`src/mrf_pkg.sv`:
```
// ----------------------------------------------------------------------------
// mrf_pkg
// Types, constants and the CRC-16/MODBUS byte update for the request framer.
// ----------------------------------------------------------------------------
package mrf_pkg;

   localparam logic [7:0]  FUNC_WRITE          = 8'd6;
   localparam logic [7:0]  SLAVE_ADDRESS_RESET = 8'd170;
   localparam logic [15:0] CRC_INIT            = 16'hFFFF;
   localparam logic [15:0] CRC_POLY            = 16'hA001;

   // frame byte positions: eight body bytes, then CRC low, then CRC high
   localparam int          BODY_LEN       = 8;
   localparam logic [3:0]  CRC_LOW_INDEX  = 4'd8;
   localparam logic [3:0]  CRC_HIGH_INDEX = 4'd9;

   typedef struct packed {
      logic [15:0] register_address;
      logic [31:0] register_value;
   } req_type;

   typedef struct packed {
      logic [7:0] frame_byte;
      logic       last_byte;
   } rsp_type;

   // body bytes 0..7, byte 0 in the top bits
   typedef logic [8*BODY_LEN-1:0] body_type;

   typedef struct packed {
      logic full;
      logic empty;
   } queue_status_type;

   // reflected CRC update over one byte, LSB first
   function automatic logic [15:0] crc_byte(input logic [15:0] crc_in,
                                            input logic [7:0]  data);
      logic [15:0] crc;
      crc = crc_in ^ {8'd0, data};
      for (int b = 0; b < 8; b++) begin
         if (crc[0]) begin
            crc = (crc >> 1) ^ CRC_POLY;
         end else begin
            crc = crc >> 1;
         end
      end
      return crc;
   endfunction

endpackage

```
`src/modbus_rtu_request_framer.sv`:
```
// ----------------------------------------------------------------------------
// modbus_rtu_request_framer
// Builds a Modbus RTU write request frame with CRC-16/MODBUS per request.
// ----------------------------------------------------------------------------
// Usage:
//   req_* : one transaction per request (register address, 32-bit value),
//           taken at an edge with req_valid high and req_stall low.
//   rsp_* : ten transactions per request, one frame byte each in transmit
//           order: slave address, function 6, address (2 bytes, big-endian),
//           value (4 bytes, big-endian), CRC low, CRC high (last_byte set).
//   csr_* : slave address register, written when csr_write_enable is high;
//           change it only while no frame is pending.
// Timing: a taken request moves through the request stage and the queue into
//   the back end, which registers each byte at the output. Bytes follow one
//   per cycle while rsp_stall is low, frames back to back, with the CRC
//   updated one byte per cycle alongside. A request stage and a QUEUE_DEPTH
//   entry queue let new requests be taken while a frame is still being sent.
// Reset: clears all pending frames and sets the slave address to 170.
// Stall: rsp_stall holds the current byte; the back end freezes, and once
//   the queue and request stage fill, req_stall rises.
// ----------------------------------------------------------------------------
module modbus_rtu_request_framer import mrf_pkg::*; #(
   parameter int QUEUE_DEPTH = 2
) (
   input  logic       clock,
   input  logic       reset,
   input  logic       csr_write_enable,
   input  logic [7:0] csr_write_data,
   input  logic       req_valid,
   output logic       req_stall,
   input  req_type    req_data,
   output logic       rsp_valid,
   input  logic       rsp_stall,
   output rsp_type    rsp_data
);

   queue_status_type q_status;
   logic             q_push;
   logic             q_pop;
   body_type         q_push_data;
   body_type         q_pop_data;

   mrf_front u_front (
      .clock            (clock),
      .reset            (reset),
      .csr_write_enable (csr_write_enable),
      .csr_write_data   (csr_write_data),
      .req_valid        (req_valid),
      .req_stall        (req_stall),
      .req_data         (req_data),
      .q_status         (q_status),
      .q_push           (q_push),
      .q_push_data      (q_push_data)
   );

   mrf_queue #(
      .DEPTH (QUEUE_DEPTH)
   ) u_queue (
      .clock     (clock),
      .reset     (reset),
      .push      (q_push),
      .push_data (q_push_data),
      .pop       (q_pop),
      .pop_data  (q_pop_data),
      .status    (q_status)
   );

   mrf_back u_back (
      .clock      (clock),
      .reset      (reset),
      .q_status   (q_status),
      .q_pop_data (q_pop_data),
      .q_pop      (q_pop),
      .rsp_valid  (rsp_valid),
      .rsp_stall  (rsp_stall),
      .rsp_data   (rsp_data)
   );

endmodule

```
`src/mrf_front.sv`:
```
// ----------------------------------------------------------------------------
// mrf_front
// Holds the slave address register, accepts requests and assembles the
// eight-byte frame body into a stage register ahead of the queue.
// ----------------------------------------------------------------------------
module mrf_front import mrf_pkg::*; (
   input  logic             clock,
   input  logic             reset,
   input  logic             csr_write_enable,
   input  logic [7:0]       csr_write_data,
   input  logic             req_valid,
   output logic             req_stall,
   input  req_type          req_data,
   input  queue_status_type q_status,
   output logic             q_push,
   output body_type         q_push_data
);

   logic [7:0] slave_address_ff;
   logic       stage_valid_ff;
   logic       stage_valid_in;
   body_type   stage_body_ff;
   logic       req_take;

   assign q_push      = stage_valid_ff && !q_status.full;
   assign q_push_data = stage_body_ff;
   // the stage frees up when its content moves into the queue
   assign req_stall   = stage_valid_ff && q_status.full;
   assign req_take    = req_valid && !req_stall;

   always_comb begin
      stage_valid_in = stage_valid_ff;
      if (req_take) begin
         stage_valid_in = 1'b1;
      end else if (q_push) begin
         stage_valid_in = 1'b0;
      end
   end

   always_ff @(posedge clock) begin
      if (reset) begin
         slave_address_ff <= SLAVE_ADDRESS_RESET;
         stage_valid_ff   <= 1'b0;
      end else begin
         stage_valid_ff <= stage_valid_in;
         if (csr_write_enable) begin
            slave_address_ff <= csr_write_data;
         end
      end
   end

   always_ff @(posedge clock) begin
      if (req_take) begin
         stage_body_ff <= {slave_address_ff, FUNC_WRITE,
                           req_data.register_address, req_data.register_value};
      end
   end

endmodule

```
`src/mrf_queue.sv`:
```
// ----------------------------------------------------------------------------
// mrf_queue
// Short register queue of frame bodies between the front and the back.
// ----------------------------------------------------------------------------
module mrf_queue import mrf_pkg::*; #(
   parameter int DEPTH = 2
) (
   input  logic             clock,
   input  logic             reset,
   input  logic             push,
   input  body_type         push_data,
   input  logic             pop,
   output body_type         pop_data,
   output queue_status_type status
);

   localparam int PTR_W   = (DEPTH > 1) ? $clog2(DEPTH) : 1;
   localparam int COUNT_W = $clog2(DEPTH + 1);
   localparam logic [PTR_W-1:0]   PTR_LAST = PTR_W'(DEPTH - 1);
   localparam logic [COUNT_W-1:0] COUNT_MAX = COUNT_W'(DEPTH);

   body_type             entry_ff [DEPTH];
   logic [PTR_W-1:0]     wr_ptr_ff;
   logic [PTR_W-1:0]     rd_ptr_ff;
   logic [COUNT_W-1:0]   count_ff;
   logic [COUNT_W-1:0]   count_in;

   assign status.full  = (count_ff == COUNT_MAX);
   assign status.empty = (count_ff == '0);
   assign pop_data     = entry_ff[rd_ptr_ff];

   always_comb begin
      count_in = count_ff;
      if (push && !pop) begin
         count_in = count_ff + 1'b1;
      end else if (pop && !push) begin
         count_in = count_ff - 1'b1;
      end
   end

   always_ff @(posedge clock) begin
      if (reset) begin
         wr_ptr_ff <= '0;
         rd_ptr_ff <= '0;
         count_ff  <= '0;
      end else begin
         count_ff <= count_in;
         if (push) begin
            wr_ptr_ff <= (wr_ptr_ff == PTR_LAST) ? '0 : wr_ptr_ff + 1'b1;
         end
         if (pop) begin
            rd_ptr_ff <= (rd_ptr_ff == PTR_LAST) ? '0 : rd_ptr_ff + 1'b1;
         end
      end
   end

   always_ff @(posedge clock) begin
      if (push) begin
         entry_ff[wr_ptr_ff] <= push_data;
      end
   end

   a_no_overflow: assert property (@(posedge clock) disable iff (reset)
      push |-> (count_ff < COUNT_MAX))
      else $error("queue push while full");

   a_no_underflow: assert property (@(posedge clock) disable iff (reset)
      pop |-> (count_ff != '0))
      else $error("queue pop while empty");

   a_count_grows: assert property (@(posedge clock) disable iff (reset)
      (push && !pop) |=> (count_ff == $past(count_ff) + 1'b1))
      else $error("queue count did not advance on push");

endmodule

```
`src/mrf_back.sv`:
```
// ----------------------------------------------------------------------------
// mrf_back
// Takes frame bodies from the queue and sends ten bytes per frame, one per
// cycle while not stalled, updating the CRC as each body byte leaves.
// ----------------------------------------------------------------------------
module mrf_back import mrf_pkg::*; (
   input  logic             clock,
   input  logic             reset,
   input  queue_status_type q_status,
   input  body_type         q_pop_data,
   output logic             q_pop,
   output logic             rsp_valid,
   input  logic             rsp_stall,
   output rsp_type          rsp_data
);

   logic        busy_ff;
   logic [3:0]  idx_ff;
   body_type    body_ff;
   logic [15:0] crc_ff;
   logic        rsp_valid_ff;
   rsp_type     rsp_data_ff;

   logic        out_free;
   logic        finishing;
   logic        load;
   rsp_type     next_rsp;

   assign out_free  = !rsp_valid_ff || !rsp_stall;
   assign finishing = busy_ff && out_free && (idx_ff == CRC_HIGH_INDEX);
   assign load      = (!busy_ff || finishing) && !q_status.empty;
   assign q_pop     = load;

   always_comb begin
      next_rsp.last_byte = (idx_ff == CRC_HIGH_INDEX);
      priority if (idx_ff < CRC_LOW_INDEX) begin
         next_rsp.frame_byte = body_ff[8*BODY_LEN-1 -: 8];
      end else if (idx_ff == CRC_LOW_INDEX) begin
         next_rsp.frame_byte = crc_ff[7:0];
      end else begin
         next_rsp.frame_byte = crc_ff[15:8];
      end
   end

   always_ff @(posedge clock) begin
      if (reset) begin
         busy_ff      <= 1'b0;
         rsp_valid_ff <= 1'b0;
      end else begin
         if (out_free) begin
            rsp_valid_ff <= busy_ff;
         end
         if (load) begin
            busy_ff <= 1'b1;
         end else if (finishing) begin
            busy_ff <= 1'b0;
         end
      end
   end

   always_ff @(posedge clock) begin
      if (out_free && busy_ff) begin
         rsp_data_ff <= next_rsp;
      end
      if (load) begin
         idx_ff  <= '0;
         body_ff <= q_pop_data;
         crc_ff  <= CRC_INIT;
      end else if (out_free && busy_ff) begin
         // advance to the next byte; CRC covers body bytes only
         idx_ff  <= idx_ff + 1'b1;
         body_ff <= body_ff << 8;
         if (idx_ff < CRC_LOW_INDEX) begin
            crc_ff <= crc_byte(crc_ff, body_ff[8*BODY_LEN-1 -: 8]);
         end
      end
   end

   assign rsp_valid = rsp_valid_ff;
   assign rsp_data  = rsp_data_ff;

   a_index_range: assert property (@(posedge clock) disable iff (reset)
      busy_ff |-> (idx_ff <= CRC_HIGH_INDEX))
      else $error("byte index out of frame");

   a_last_marked: assert property (@(posedge clock) disable iff (reset)
      finishing |=> (rsp_valid_ff && rsp_data_ff.last_byte))
      else $error("frame end not marked on final byte");

   a_pop_when_free: assert property (@(posedge clock) disable iff (reset)
      q_pop |-> (!busy_ff || (idx_ff == CRC_HIGH_INDEX)))
      else $error("new frame loaded while one is in progress");

endmodule
```
`config.mk`:
```
export PLATFORM = sky130hd
export DESIGN_NAME = modbus_rtu_request_framer
export DESIGN_NICKNAME = d
export VERILOG_FILES = /design/src/mrf_pkg.sv /design/src/modbus_rtu_request_framer.sv /design/src/mrf_front.sv /design/src/mrf_queue.sv /design/src/mrf_back.sv
export SDC_FILE = /design/constraint.sdc
export NUM_CORES = 1
export LEC_CHECK = 0
export ABC_AREA = 1
export BUFFER_PORTS_ARGS = -buffer_cell sky130_fd_sc_hd__buf_2
export CAP_MARGIN = 10
export CORE_ASPECT_RATIO = 1.75
export CORE_MARGIN = 1.5
export CORE_UTILIZATION = 45
export CTS_CLUSTER_SIZE = 16
export DETAILED_ROUTE_END_ITERATION = 16
export SYNTH_ARGS = -nofsm -noshare
export SYNTH_HDL_FRONTEND = slang
export SYNTH_SLANG_ARGS = --single-unit
```
`constraint.sdc`:
```
create_clock -name clock -period 5.8 [get_ports clock]
set_input_delay 0.29 -clock clock [delete_from_list [all_inputs] [get_ports clock]]
set_output_delay 0.29 -clock clock [all_outputs]
set_load 0.01 [all_outputs]
```
==> results of run 1 <==
[layout by cell type, fill, tap and decap left out, types with 2 or more instances in the layout]
master / instances
sky130_fd_sc_hd__a21oi_1: 34
sky130_fd_sc_hd__dfxtp_1: 36
sky130_fd_sc_hd__o21ai_0: 28
sky130_fd_sc_hd__xor2_1: 3
sky130_fd_sc_hd__dlygate4sd3_1: 56
sky130_fd_sc_hd__edfxtp_1: 241
sky130_fd_sc_hd__or2_2: 2
sky130_fd_sc_hd__clkinv_2: 6
sky130_fd_sc_hd__nor2_4: 3
sky130_fd_sc_hd__buf_4: 8
sky130_fd_sc_hd__clkbuf_16: 25
sky130_fd_sc_hd__nand3_1: 12
sky130_fd_sc_hd__a31oi_1: 48
sky130_fd_sc_hd__inv_1: 42
sky130_fd_sc_hd__ha_1: 4
sky130_fd_sc_hd__nand2_1: 186
sky130_fd_sc_hd__clkbuf_8: 4
sky130_fd_sc_hd__nand3_2: 4
sky130_fd_sc_hd__buf_2: 71
sky130_fd_sc_hd__nor2_1: 68
sky130_fd_sc_hd__clkinv_1: 6
sky130_fd_sc_hd__o211ai_1: 12
sky130_fd_sc_hd__o21ai_2: 2
sky130_fd_sc_hd__inv_2: 7
sky130_fd_sc_hd__o21ai_1: 2
sky130_fd_sc_hd__nand2_2: 7
[cell families after synthesis]
kind of cell    Yosys count  synth area share
compound gates          126            0.0708
simple gates            285             0.111
buf+inv                  83            0.0344
fa+ha+maj                 4           0.00487
xor+xnor                  5           0.00499
flops                   277             0.774
[how the worst max path moves through the flow]
stage | start | endpoint | slack (ns) | cells past startpoint
floorplan | u_queue.count_ff[0] | u_queue.entry_ff[1][0] | 2.24 | 4
global placement | u_back.idx_ff[3] | u_back.body_ff[35] | 2.84 | 5
detailed placement | u_back.idx_ff[3] | u_back.body_ff[35] | 2.76 | 5
CTS | u_back.idx_ff[3] | u_back.body_ff[35] | 2.73 | 5
global route | u_back.idx_ff[3] | u_back.body_ff[51] | 2.53 | 5
finish | u_back.idx_ff[3] | u_back.body_ff[35] | 2.81 | 5
[power by group through the flow]
stage               Clock [uW]  Sequential, uW  Combinational (uW)
floorplan                    0            3040                1260
global placement             0            3100                1610
detailed placement           0            3100                1640
CTS                       1600            3070                1680
global route              1680            3110                1900
finish                    1570            3060                1640
[routing by layer]
metal / track usage / routed length [microns]
met1: 0.191 / 7170
met2: 0.291 / 9820
met3: 0.0248 / 644
met4: 0.0564 / 538
met5: 0 / 0
[per-stage QoR]
stage | hold slack, ns | worst slack [ns]
floorplan | 0.359 | 2.24
global placement | 0.423 | 2.84
detailed placement | 0.429 | 2.76
CTS | 0.00662 | 2.73
global route | 0.0129 | 2.53
finish | 0.0116 | 2.81
[worst max-delay path, delay by kind of cell, from the launching register on]
kind                   cells  cell delay, ns
and+or+nand+nor            2            1.01
DFF                        1            0.63
AOI/OAI and AO/OA          2            0.51
buffers and inverters      1            0.47
[final cells by class]
class	count	share of cell area
clock buffer	29	0.0554
clock inverter	14	0.00846
inverter	51	0.0156
multi-input combinational	420	0.162
sequential	277	0.648
tap	300	0.0306
timing repair buffer	135	0.0795
[flip-flops by register name, summed over array words and instances, names as in the netlist, named ones only]
signal,count
u_back.body_ff,64
u_back.busy_ff,1
u_back.crc_ff,16
u_back.idx_ff,4
u_back.rsp_data,9
u_back.rsp_valid,1
u_front.q_push_data,56
u_front.slave_address_ff,8
u_front.stage_valid_ff,1
u_queue.count_ff,2
u_queue.entry_ff,112
u_queue.rd_ptr_ff,1
u_queue.wr_ptr_ff,1
[what timing repair did]
item	in CTS	in global routing
hold buffers	56	0
endpoints found under the setup margin	0	0
gates resized for setup	0	0
setup buffers	0	0
hold endpoints to repair	58	0
[cell usage after synthesis, drive strengths merged]
cell / number
nor3: 1
nand4: 1
a21oi: 34
ha: 4
clkbuf: 15
dfxtp: 36
buf: 17
xnor2: 1
o21ai: 32
clkinv: 2
edfxtp: 241
nand2: 193
or2: 2
o211ai: 12
nand3: 16
nor2: 72
xor2: 4
inv: 49
a31oi: 48
==> impl_summary.log, run 1 <==
[metrics] remaining global-route overflow: 0
[metrics] most repeated library cell on the critical path: sky130_fd_sc_hd__o21ai_2
[metrics] Slew headroom: 0.242
[metrics] cell types occupying the most area after synthesis: sky130_fd_sc_hd__edfxtp_1 70%, sky130_fd_sc_hd__dfxtp_1 7.0%, sky130_fd_sc_hd__nand2_1 6.8%
[metrics] total routing usage reported by global routing: 0.161
[metrics] worst reg2reg startpoint: u_back.idx_ff[3]
[metrics] worst clock skew: 0.00979 ns
[metrics] total via count after detailed routing: 5898
[metrics] post-route setup TNS: 0 ns
[metrics] RSZ-0062 raised after global routing: no
[metrics] maximum resistive drop on vdd: 0.000253 V
[metrics] cell area after technology mapping: 10300 sq um
[metrics] Hold/Removal Path Class: input port to register
[metrics] top-area cell type share of the netlist area: 0.704
[metrics] Detailed Route Iter0 Violations: 467
[metrics] CTS Root Cell: sky130_fd_sc_hd__clkbuf_16
[metrics] combinational cell fraction of total power: 0.262
[metrics] Clock Path Buffers: 3
[metrics] fin area: 12300 sq um
[metrics] Worst-Margin Slew: between 1 and 1.5 ns
[metrics] maximum cell stage delay along the critical path: about 0.82 ns
[metrics] Boundary Pins: 72
[metrics] ratio of routed vias to standard cells: 4.81
[metrics] final instance count without filler cells: 1226
[metrics] CTS tree: done
[metrics] CTS sink count: 277
[metrics] Hold Crit Start: csr_write_data[4]
[metrics] via count of the first global-routing pass: 5787
[metrics] area of the multi-input gates: 1990 sq um
[metrics] P per Cell Area: 511 nW/um^2
[metrics] clock share of power: 0.250
[metrics] wire length per cell after detailed routing: 14.8 microns
[metrics] register area: 7960 sq um
[metrics] post-detail-place hpwl: 11100 microns
[metrics] count of final hold-check violations: 0
[metrics] clock period minus worst slack: 2.99 ns
[metrics] post-route DRC violation count: 0
[metrics] cell taking the most area after synthesis: sky130_fd_sc_hd__edfxtp_1
[metrics] number of storage elements in the synthesis netlist: 277
[metrics] Net Sw Power: a little over 2000 uW
[metrics] total CTS buffers: 25
[metrics] Critical R2R Capture: u_back.body_ff[35]
[metrics] final wirelength: 18200 microns
[metrics] layout cell share with drive strength beyond 1: 0.157
[metrics] global placement routability congestion: roughly 0.8
[metrics] number of levels the H-tree was split into: 1
[metrics] Clock transition at path regs: 0.06 ns
[metrics] fmax: 335 MHz
[metrics] wire length of the first global-routing pass: 29400 microns
[metrics] Total Power: 6270 uW
[metrics] initial core utilization: 0.456
[metrics] Buffers on Ports: 71
[metrics] start-to-end type of the worst setup path: register to register
[metrics] endpoint type of the worst setup path: register
[metrics] Synth warnings: 0
[metrics] remaining number of nets flagged by the antenna check after routing: 0
[metrics] core occupancy in the finished layout: 0.544
[metrics] pin count of the biggest net entering global routing: slightly below 60
[metrics] data arrival time of the critical path: 3.17 ns
[metrics] worst reg2reg path depth: 5
[metrics] number of iterations in the first detailed-routing pass: 4
[metrics] Clock Latency Late Sink: 0.52 ns
[metrics] depth of the worst hold-timing path: 3
[metrics] static leakage: 0.00465 uW
[metrics] average cell area after synthesis: around 13 sq um
[metrics] die area: 23800 sq um
[metrics] Switching Share: 0.323
[metrics] period utilisation layout: 0.515
[metrics] Cell Count Post-Placement: 1127
[metrics] DP Area: 10900 sq um
[metrics] instance count of the mapped netlist: 780
[metrics] required time at the worst-slack endpoint: about 6 ns
[metrics] fin. max-slew vios: 0
[metrics] Crit Path Max Fanout: 38
[metrics] placeable core region: roughly 23000 sq um
[metrics] synthesized netlist net count: 845
[metrics] count of endpoints failing setup in the final report: 0
[metrics] part of the power in registers: 0.488
[metrics] site row count: 73
[metrics] Die Span Y: between 200 and 250 microns
[metrics] worst-case hold path end point: u_front.slave_address_ff[4]
[metrics] initial antenna violation count: 0
[metrics] maximum capacitance violations: 0
[metrics] status: complete, no violations
[metrics] area overhead of the layout relative to synthesis: 19.4%
[metrics] minimum setup slack among reg-to-reg paths: ~2.8 ns
[metrics] Die X: 117 microns
[metrics] Worst Setup Start Kind: register
[metrics] Antenna Cells: 0
[metrics] Netlist cell types: 29
[metrics] final-layout fill cell count: 1882
[metrics] critical path, cell by cell: nand3_1, o21ai_2, o21ai_2, nand2_2, buf_4
[metrics] sequential area share after synthesis: 0.774
[metrics] master of the slowest instance on the critical path: sky130_fd_sc_hd__nand2_2
[metrics] Int Pwr: 4250 uW
[metrics] Final Net Count: 975
Note: power is estimated with default switching activity, not from simulation.
==> inputs of run 2 (changes only) <==
--- a/config.mk
+++ b/config.mk
@@ -5,7 +5,7 @@
 export SDC_FILE = /design/constraint.sdc
 export NUM_CORES = 1
 export LEC_CHECK = 0
-export ABC_AREA = 1
+export ABC_AREA = 0
 export BUFFER_PORTS_ARGS = -buffer_cell sky130_fd_sc_hd__buf_2
 export CAP_MARGIN = 10
 export CORE_ASPECT_RATIO = 1.75
==> constraint.sdc (replaced) <==
create_clock -name clock -period 2.7 [get_ports clock]
set_input_delay 0.135 -clock clock [delete_from_list [all_inputs] [get_ports clock]]
set_output_delay 0.135 -clock clock [all_outputs]
set_load 0.01 [all_outputs]
==> run 2 against run 1 <==
- count of clock-buffer cells in the layout is 5 higher
- sequential power increased by 120%
- sequential share of layout area shrank 0.66 points
- hold slack better by 0.058 ns
==> impl_summary.log, run 2 <==
[metrics] P per Cell Area: 1120 nW/um^2
[metrics] period utilisation layout: 0.791
[metrics] clock period minus worst slack: 2.14 ns
[metrics] via count of the first global-routing pass: 5544
[metrics] Crit. Startpoint: u_back.idx_ff[0]
[metrics] total via count after detailed routing: between 5000 and 6000
[metrics] Critical R2R Capture: u_queue.count_ff[1]
[metrics] start-to-end type of the worst setup path: register to register
[metrics] Antenna Cells: 0
[metrics] depth of the worst hold-timing path: 2
[metrics] post-detail-place hpwl: between 10000 and 15000 microns
[metrics] CTS Root Cell: sky130_fd_sc_hd__clkbuf_16
[metrics] post-CTS setup buffer count: 0
[metrics] minimum setup slack among reg-to-reg paths: 0.56 ns
[metrics] worst hold slack after final layout: 0.0692 ns
[metrics] Detailed Route Iter0 Violations: 350
[metrics] master of the slowest instance on the critical path: sky130_fd_sc_hd__dfxtp_1
[metrics] core occupancy in the finished layout: 0.562
[metrics] Worst Setup Slack post-DPL: ~0.58 ns
[metrics] Crit Path Max Fanout: 5
[metrics] number of iterations in the first detailed-routing pass: 4
[metrics] initial antenna violation count: 0
[metrics] maximum capacitance violations: 0
[metrics] wire length per cell after detailed routing: 15.9 microns
[metrics] fmax: between 400 and 500 MHz
[metrics] Clock Latency Late Sink: 0.52 ns
[metrics] Hold/Removal Path Class: input port to register
[metrics] endpoint type of the worst setup path: register
[metrics] Die X: 116 microns
[metrics] final-layout fill cell count: 1751
[metrics] static leakage: ~0.0045 uW
[metrics] asr flop ratio synth: 0
[metrics] wire length of the first global-routing pass: 27600 microns
[metrics] total routing usage reported by global routing: 0.153
[metrics] maximum cell stage delay along the critical path: 0.43 ns
[metrics] worst path buffer plus inverter count: 1
[metrics] number of flip-flops under the largest register name: 112
[metrics] count of final hold-check violations: 0
[metrics] sequential area share after synthesis: 0.785
[metrics] pin count of the biggest net entering global routing: between 100 and 150
[metrics] Die Span Y: slightly above 200 microns
[metrics] maximum resistive drop on vdd: 0.000583 V
[metrics] die area: 23500 sq um
[metrics] Worst Setup Start Kind: register
[metrics] fin. max-slew vios: 0
[metrics] Slew headroom: 0.391
[metrics] worst reg2reg startpoint: u_back.idx_ff[0]
[metrics] placeable core region: 22100 sq um
[metrics] CTS sink count: 277
[metrics] worst reg2reg path depth: 8
[metrics] DP Area: roughly 11000 sq um
[metrics] kind of cell adding the most delay to the critical path: compound AO/OA/AOI/OAI gates
[metrics] data arrival time of the critical path: 2.59 ns
[metrics] Setup WS post-layout: 0.563 ns
[metrics] required time at the worst-slack endpoint: 3.15 ns
[metrics] global placement routability congestion: a little under 0.8
[metrics] remaining global-route overflow: 0
[metrics] average cell area after synthesis: 16.1 sq um
[metrics] register containing the most flip-flops in the final layout: u_queue.entry_ff
[metrics] leading cell type in the layout, fill and taps excluded: sky130_fd_sc_hd__edfxtp_1
[metrics] cell area after technology mapping: 10100 sq um
[metrics] cell types occupying the most area after synthesis: sky130_fd_sc_hd__edfxtp_1 71%, sky130_fd_sc_hd__dfxtp_1 7.1%, sky130_fd_sc_hd__mux2i_1 6.7%
[metrics] critical path, cell by cell: ha_1, nand3b_1, o21ai_1, o21a_1, clkinv_2, ha_1, or3_1, a21oi_1
[metrics] initial core utilization: 0.459
[metrics] layout cell share with drive strength beyond 1: 0.169
[metrics] number of enable-type register cells in the synthesized netlist: between 200 and 250
[metrics] ratio of routed vias to standard cells: ~4.8
[metrics] fin area: 12400 sq um
[metrics] Hold Crit Start: csr_write_enable
[metrics] Final Net Count: 841
[metrics] total CTS buffers: 25
[metrics] worst clock skew: approximately 0.020 ns
[metrics] worst-case hold path end point: u_front.slave_address_ff[7]
[metrics] status: complete, no violations
[metrics] dominant cell by count in the synthesized netlist: sky130_fd_sc_hd__edfxtp_1
[metrics] synthesized netlist net count: slightly below 700
[metrics] Boundary Pins: about 70
[metrics] Synth warnings: 0
[metrics] Synth Flop Type: sky130_fd_sc_hd__edfxtp_1
[metrics] number of levels the H-tree was split into: 1
[metrics] Clock transition at path regs: 0.07 ns
[metrics] CTS tree: done
[metrics] Buffers on Ports: 71
[metrics] site row count: 72
[metrics] RSZ-0062 raised after global routing: no
[metrics] post-route DRC violation count: 0
[metrics] number of storage elements in the synthesis netlist: 277
[metrics] remaining number of nets flagged by the antenna check after routing: 0
[metrics] commonest non-fill, non-tap cells in the layout: 241 x sky130_fd_sc_hd__edfxtp_1, 74 x sky130_fd_sc_hd__nand2_1, 71 x sky130_fd_sc_hd__buf_2
[metrics] cell taking the most area after synthesis: sky130_fd_sc_hd__edfxtp_1
[metrics] Clock Path Buffers: 3
[metrics] Netlist cell types: 30
[metrics] count of endpoints failing setup in the final report: 0
[metrics] post-route setup TNS: 0 ns
[metrics] most repeated library cell on the critical path: sky130_fd_sc_hd__ha_1
[metrics] area overhead of the layout relative to synthesis: 22.5%
[metrics] final wirelength: 17400 microns
[metrics] instance count of the mapped netlist: 631
[metrics] top-area cell type share of the netlist area: 0.714
[metrics] leading cell types by count after synthesis: 241 x sky130_fd_sc_hd__edfxtp_1, 75 x sky130_fd_sc_hd__nand2_1, 68 x sky130_fd_sc_hd__mux2i_1
[metrics] Worst-Margin Slew: 0.914 ns
## run 2: cell count changes after synthesis, sizes merged, moves of 11 or more
| cell | previous run | this run |
|---|---|---|
| nand2 | 193 | 75 |
| mux2i | 0 | 68 |
| a31oi | 48 | 0 |
| inv | 49 | 7 |
| nor2 | 72 | 37 |
| a21oi | 34 | 15 |
| o21ai | 32 | 51 |
| xnor2 | 1 | 19 |
| nand3 | 16 | 5 |
## run 2: worst max path at each step
stage | endpoint | slack [ns] | cells after the start
2_1_floorplan | u_back.body_ff[0] | 0.04 | 9
3_3_place_gp | u_queue.count_ff[1] | 0.69 | 8
3_5_place_dp | u_queue.count_ff[1] | 0.58 | 8
4_1_cts | u_queue.count_ff[1] | 0.56 | 8
5_1_grt | u_queue.count_ff[1] | 0.41 | 8
6_report | u_queue.count_ff[1] | 0.56 | 8
## run 2: metrics by stage
step	cells	total power (uW)
4_1_cts	1091	14100
5_1_grt	1091	14600
2_1_floorplan	631	9270
3_5_place_dp	981	10300
3_3_place_gp	981	10200
6_report	1091	13900
## run 2: cells by family (layout without fill, tap and decap cells)
| family | count (synthesis) | in the layout | share of synthesized area |
|---|---|---|---|
| flip-flops | 277 | 277 | 0.785 |
| adder cells (fa/ha/maj) | 4 | 4 | 0.00494 |
| AND/OR/NAND/NOR | 139 | 139 | 0.0577 |
| XOR/XNOR | 27 | 27 | 0.0270 |
| AO/OA/AOI/OAI | 80 | 80 | 0.0435 |
| buffers and inverters | 36 | 200 | 0.0142 |
| multiplexers | 68 | 68 | 0.0672 |
## run 2: cell type report
class	count	area, sq um	area share
sequential	277	7960	0.642
multi-input combinational	318	2050	0.165
timing repair buffer	147	1150	0.0926
clock buffer	34	689	0.0556
tap	296	370	0.0299
clock inverter	12	161	0.0130
inverter	7	27.5	0.00222
## run 2: report_power, final
part / total (uW) / internal (uW) / leakage, uW / switching (uW)
Clock: 3610 / 2100 / 0.000407 / 1510
Sequential: 6610 / 6110 / 0.00258 / 500
Combinational: 3650 / 1500 / 0.00153 / 2150
## run 2: metal layers
| layer | up-vias | wire length [microns] | part of all wire | track usage |
|---|---|---|---|---|
| met1 | 2572 | 6400 | 0.37 | 0.161 |
| met2 | 97 | 10000 | 0.58 | 0.298 |
| met3 | 29 | 494 | 0.028 | 0.0238 |
| li1 | 2588 | - | - | - |
| met4 | 0 | 465 | 0.027 | 0.0510 |
| met5 | - | 0 | 0 | 0 |
## run 2: worst register-to-register path, stage by stage (launching register included)
cell and delay, ns:
sky130_fd_sc_hd__dfxtp_1 0.43, sky130_fd_sc_hd__ha_1 0.18, sky130_fd_sc_hd__nand3b_1 0.10, sky130_fd_sc_hd__o21ai_1 0.19
sky130_fd_sc_hd__o21a_1 0.19, sky130_fd_sc_hd__clkinv_2 0.11, sky130_fd_sc_hd__ha_1 0.34, sky130_fd_sc_hd__or3_1 0.37
sky130_fd_sc_hd__a21oi_1 0.15
## run 2: repair_timing
action                                 4_1_cts  5_1_grt
endpoints found under the hold margin       63        0
hold buffers                                64        0
resized for setup                            0        0
==> inputs of run 3 (changes only) <==
==> constraint.sdc (replaced) <==
create_clock -name clock -period 2.2 [get_ports clock]
set_input_delay 0.11 -clock clock [delete_from_list [all_inputs] [get_ports clock]]
set_output_delay 0.11 -clock clock [all_outputs]
set_load 0.01 [all_outputs]
==> run 3 against run 2 <==
- critical endpoint is now u_back.body_ff[26]
- highest routed layer unchanged
- sequential power increased by 22%
- combinational power increased by 31%
- final cell count increased by 0.55%
==> impl_summary.log, run 3 (synthesis results as in run 2) <==
[metrics] total via count after detailed routing: 5309
[metrics] P per Cell Area: 1370 nW/um^2
[metrics] Detailed Route Iter0 Violations: about 380
[metrics] CTS tree: done
[metrics] fin. max-slew vios: 0
[metrics] commonest non-fill, non-tap cells in the layout: 241 x sky130_fd_sc_hd__edfxtp_1, 74 x sky130_fd_sc_hd__nand2_1, 71 x sky130_fd_sc_hd__buf_2
[metrics] Worst-Margin Slew: 0.543 ns
[metrics] status: complete, no violations
[metrics] via count of the first global-routing pass: 5564
[metrics] initial core utilization: 0.459
[metrics] period utilisation layout: 0.945
[metrics] maximum resistive drop on vdd: 0.000676 V
[metrics] total CTS buffers: 25
[metrics] CTS Root Cell: sky130_fd_sc_hd__clkbuf_16
[metrics] register area: 7960 sq um
[metrics] worst clock skew: 0.0147 ns
[metrics] critical path, cell by cell: inv_1, ha_1, nand3b_1, o21ai_2, o21a_1, clkinv_2, buf_12, nand2_4, buf_12
[metrics] static leakage: 0.00454 uW
[metrics] worst reg2reg startpoint: u_back.idx_ff[1]
[metrics] data arrival time of the critical path: 2.29 ns
[metrics] worst path buffer plus inverter count: 4
[metrics] final wirelength: 17500 microns
[metrics] count of endpoints failing setup in the final report: 0
[metrics] number of flip-flops under the largest register name: 112
[metrics] Clock Latency Late Sink: 0.52 ns
[metrics] post-route setup TNS: 0 ns
[metrics] area overhead of the layout relative to synthesis: 23.0%
[metrics] Hold Crit Start: rsp_stall
[metrics] Worst Setup Start Kind: register
[metrics] Die X: 116 microns
[metrics] required time at the worst-slack endpoint: 2.41 ns
[metrics] maximum capacitance violations: 0
[metrics] clock period minus worst slack: 2.08 ns
[metrics] die area: between 20000 and 25000 sq um
[metrics] area of the multi-input gates: 2070 sq um
[metrics] leading cell type in the layout, fill and taps excluded: sky130_fd_sc_hd__edfxtp_1
[metrics] total routing usage reported by global routing: 0.157
[metrics] Die Span Y: 201 microns
[metrics] global placement routability congestion: slightly below 0.8
[metrics] Antenna Cells: 0
[metrics] wire length per cell after detailed routing: around 16 microns
[metrics] Slew headroom: 0.637
[metrics] placeable core region: 22100 sq um
[metrics] initial antenna violation count: 0
[metrics] kind of cell adding the most delay to the critical path: buffers and inverters
[metrics] layout cell share with drive strength beyond 1: 0.181
[metrics] RSZ-0062 raised after global routing: yes
[metrics] remaining global-route overflow: 0
[metrics] most repeated library cell on the critical path: sky130_fd_sc_hd__buf_12
[metrics] fin area: 12500 sq um
[metrics] master of the slowest instance on the critical path: sky130_fd_sc_hd__dfxtp_1
[metrics] number of levels the H-tree was split into: 1
[metrics] fmax: 481 MHz
[metrics] count of final hold-check violations: 0
[metrics] Buffers on Ports: 71
[metrics] Boundary Pins: approximately 70
[metrics] DP Area: 11000 sq um
[metrics] endpoint type of the worst setup path: register
[metrics] number of iterations in the first detailed-routing pass: 5
[metrics] Clock Path Buffers: 3
[metrics] Hold/Removal Path Class: input port to register
[metrics] Clock transition at path regs: 0.07 ns
[metrics] CTS sink count: around 280
[metrics] Final Net Count: 848
[metrics] Crit Path Max Fanout: 56
[metrics] remaining number of nets flagged by the antenna check after routing: 0
[metrics] start-to-end type of the worst setup path: register to register
[metrics] site row count: 72
[metrics] register containing the most flip-flops in the final layout: u_queue.entry_ff
[metrics] pin count of the biggest net entering global routing: 57
[metrics] ratio of routed vias to standard cells: slightly below 5
[metrics] Crit. Startpoint: u_back.idx_ff[1]
[metrics] final-layout fill cell count: 1741
[metrics] post-detail-place hpwl: 11100 microns
[metrics] wire length of the first global-routing pass: 27900 microns
[metrics] maximum cell stage delay along the critical path: 0.34 ns
[metrics] post-route DRC violation count: 0
-- run 3: cell count changes in the layout (fill, tap and decap cells not counted), moves of 3 or more --
cell	previous run	this run
sky130_fd_sc_hd__buf_4	7	11
sky130_fd_sc_hd__buf_12	5	9
sky130_fd_sc_hd__clkinv_2	4	10
sky130_fd_sc_hd__clkinv_1	0	4
sky130_fd_sc_hd__clkbuf_8	3	0
sky130_fd_sc_hd__clkbuf_1	6	1
-- run 3: what timing repair did --
item,CTS,global route
hold buffers,63,0
endpoints found under the setup margin,0,55
resized for setup,0,1
buffers inserted,0,1
hold endpoints to repair,64,0
-- run 3: final cells by class --
class	instances	share of cell area
tap	296	0.0297
timing repair buffer	154	0.100
clock buffer	26	0.0505
multi-input combinational	318	0.166
sequential	277	0.639
clock inverter	19	0.0121
inverter	7	0.00221
-- run 3: tightest hold or removal path, stage by stage --
cell and delay, ns:
sky130_fd_sc_hd__buf_2 0.07, sky130_fd_sc_hd__and2_1 0.18, sky130_fd_sc_hd__nor2_1 0.06, sky130_fd_sc_hd__nor2_1 0.09
-- run 3: final timing paths --
check	to	slack, ns	cells past startpoint
max	u_back.body_ff[26]	0.12	9
min	u_back.rsp_valid	0.02	4
max reg2reg	u_back.body_ff[26]	0.12	9
min reg2reg	u_front.q_push_data[57]	0.43	0
-- run 3: layer usage --
layer  wire [microns]  global-route usage
met5                0                   0
met4              570              0.0649
met3              552              0.0226
met2             9920               0.301
met1             6450               0.164
-- run 3: stage by stage --
step	util	power (uW)	cells	worst slack [ns]	hold slack [ns]
floorplan	-	11400	631	-0.0310	0.209
global placement	0.500	12800	988	0.234	0.286
detailed placement	0.500	13000	988	0.128	0.288
CTS	0.564	17300	1096	0.0981	0.00666
global route	0.564	18100	1097	-0.0246	0.0557
finish	0.564	17000	1097	0.122	0.0249
-- run 3: report_power, final --
part | total [uW] | internal, uW | switching (uW)
registers | 8090 | 7500 | 594
clock network | 4140 | 2310 | 1830
logic | 4780 | 2090 | 2690
total | 17000 | 11900 | 5110
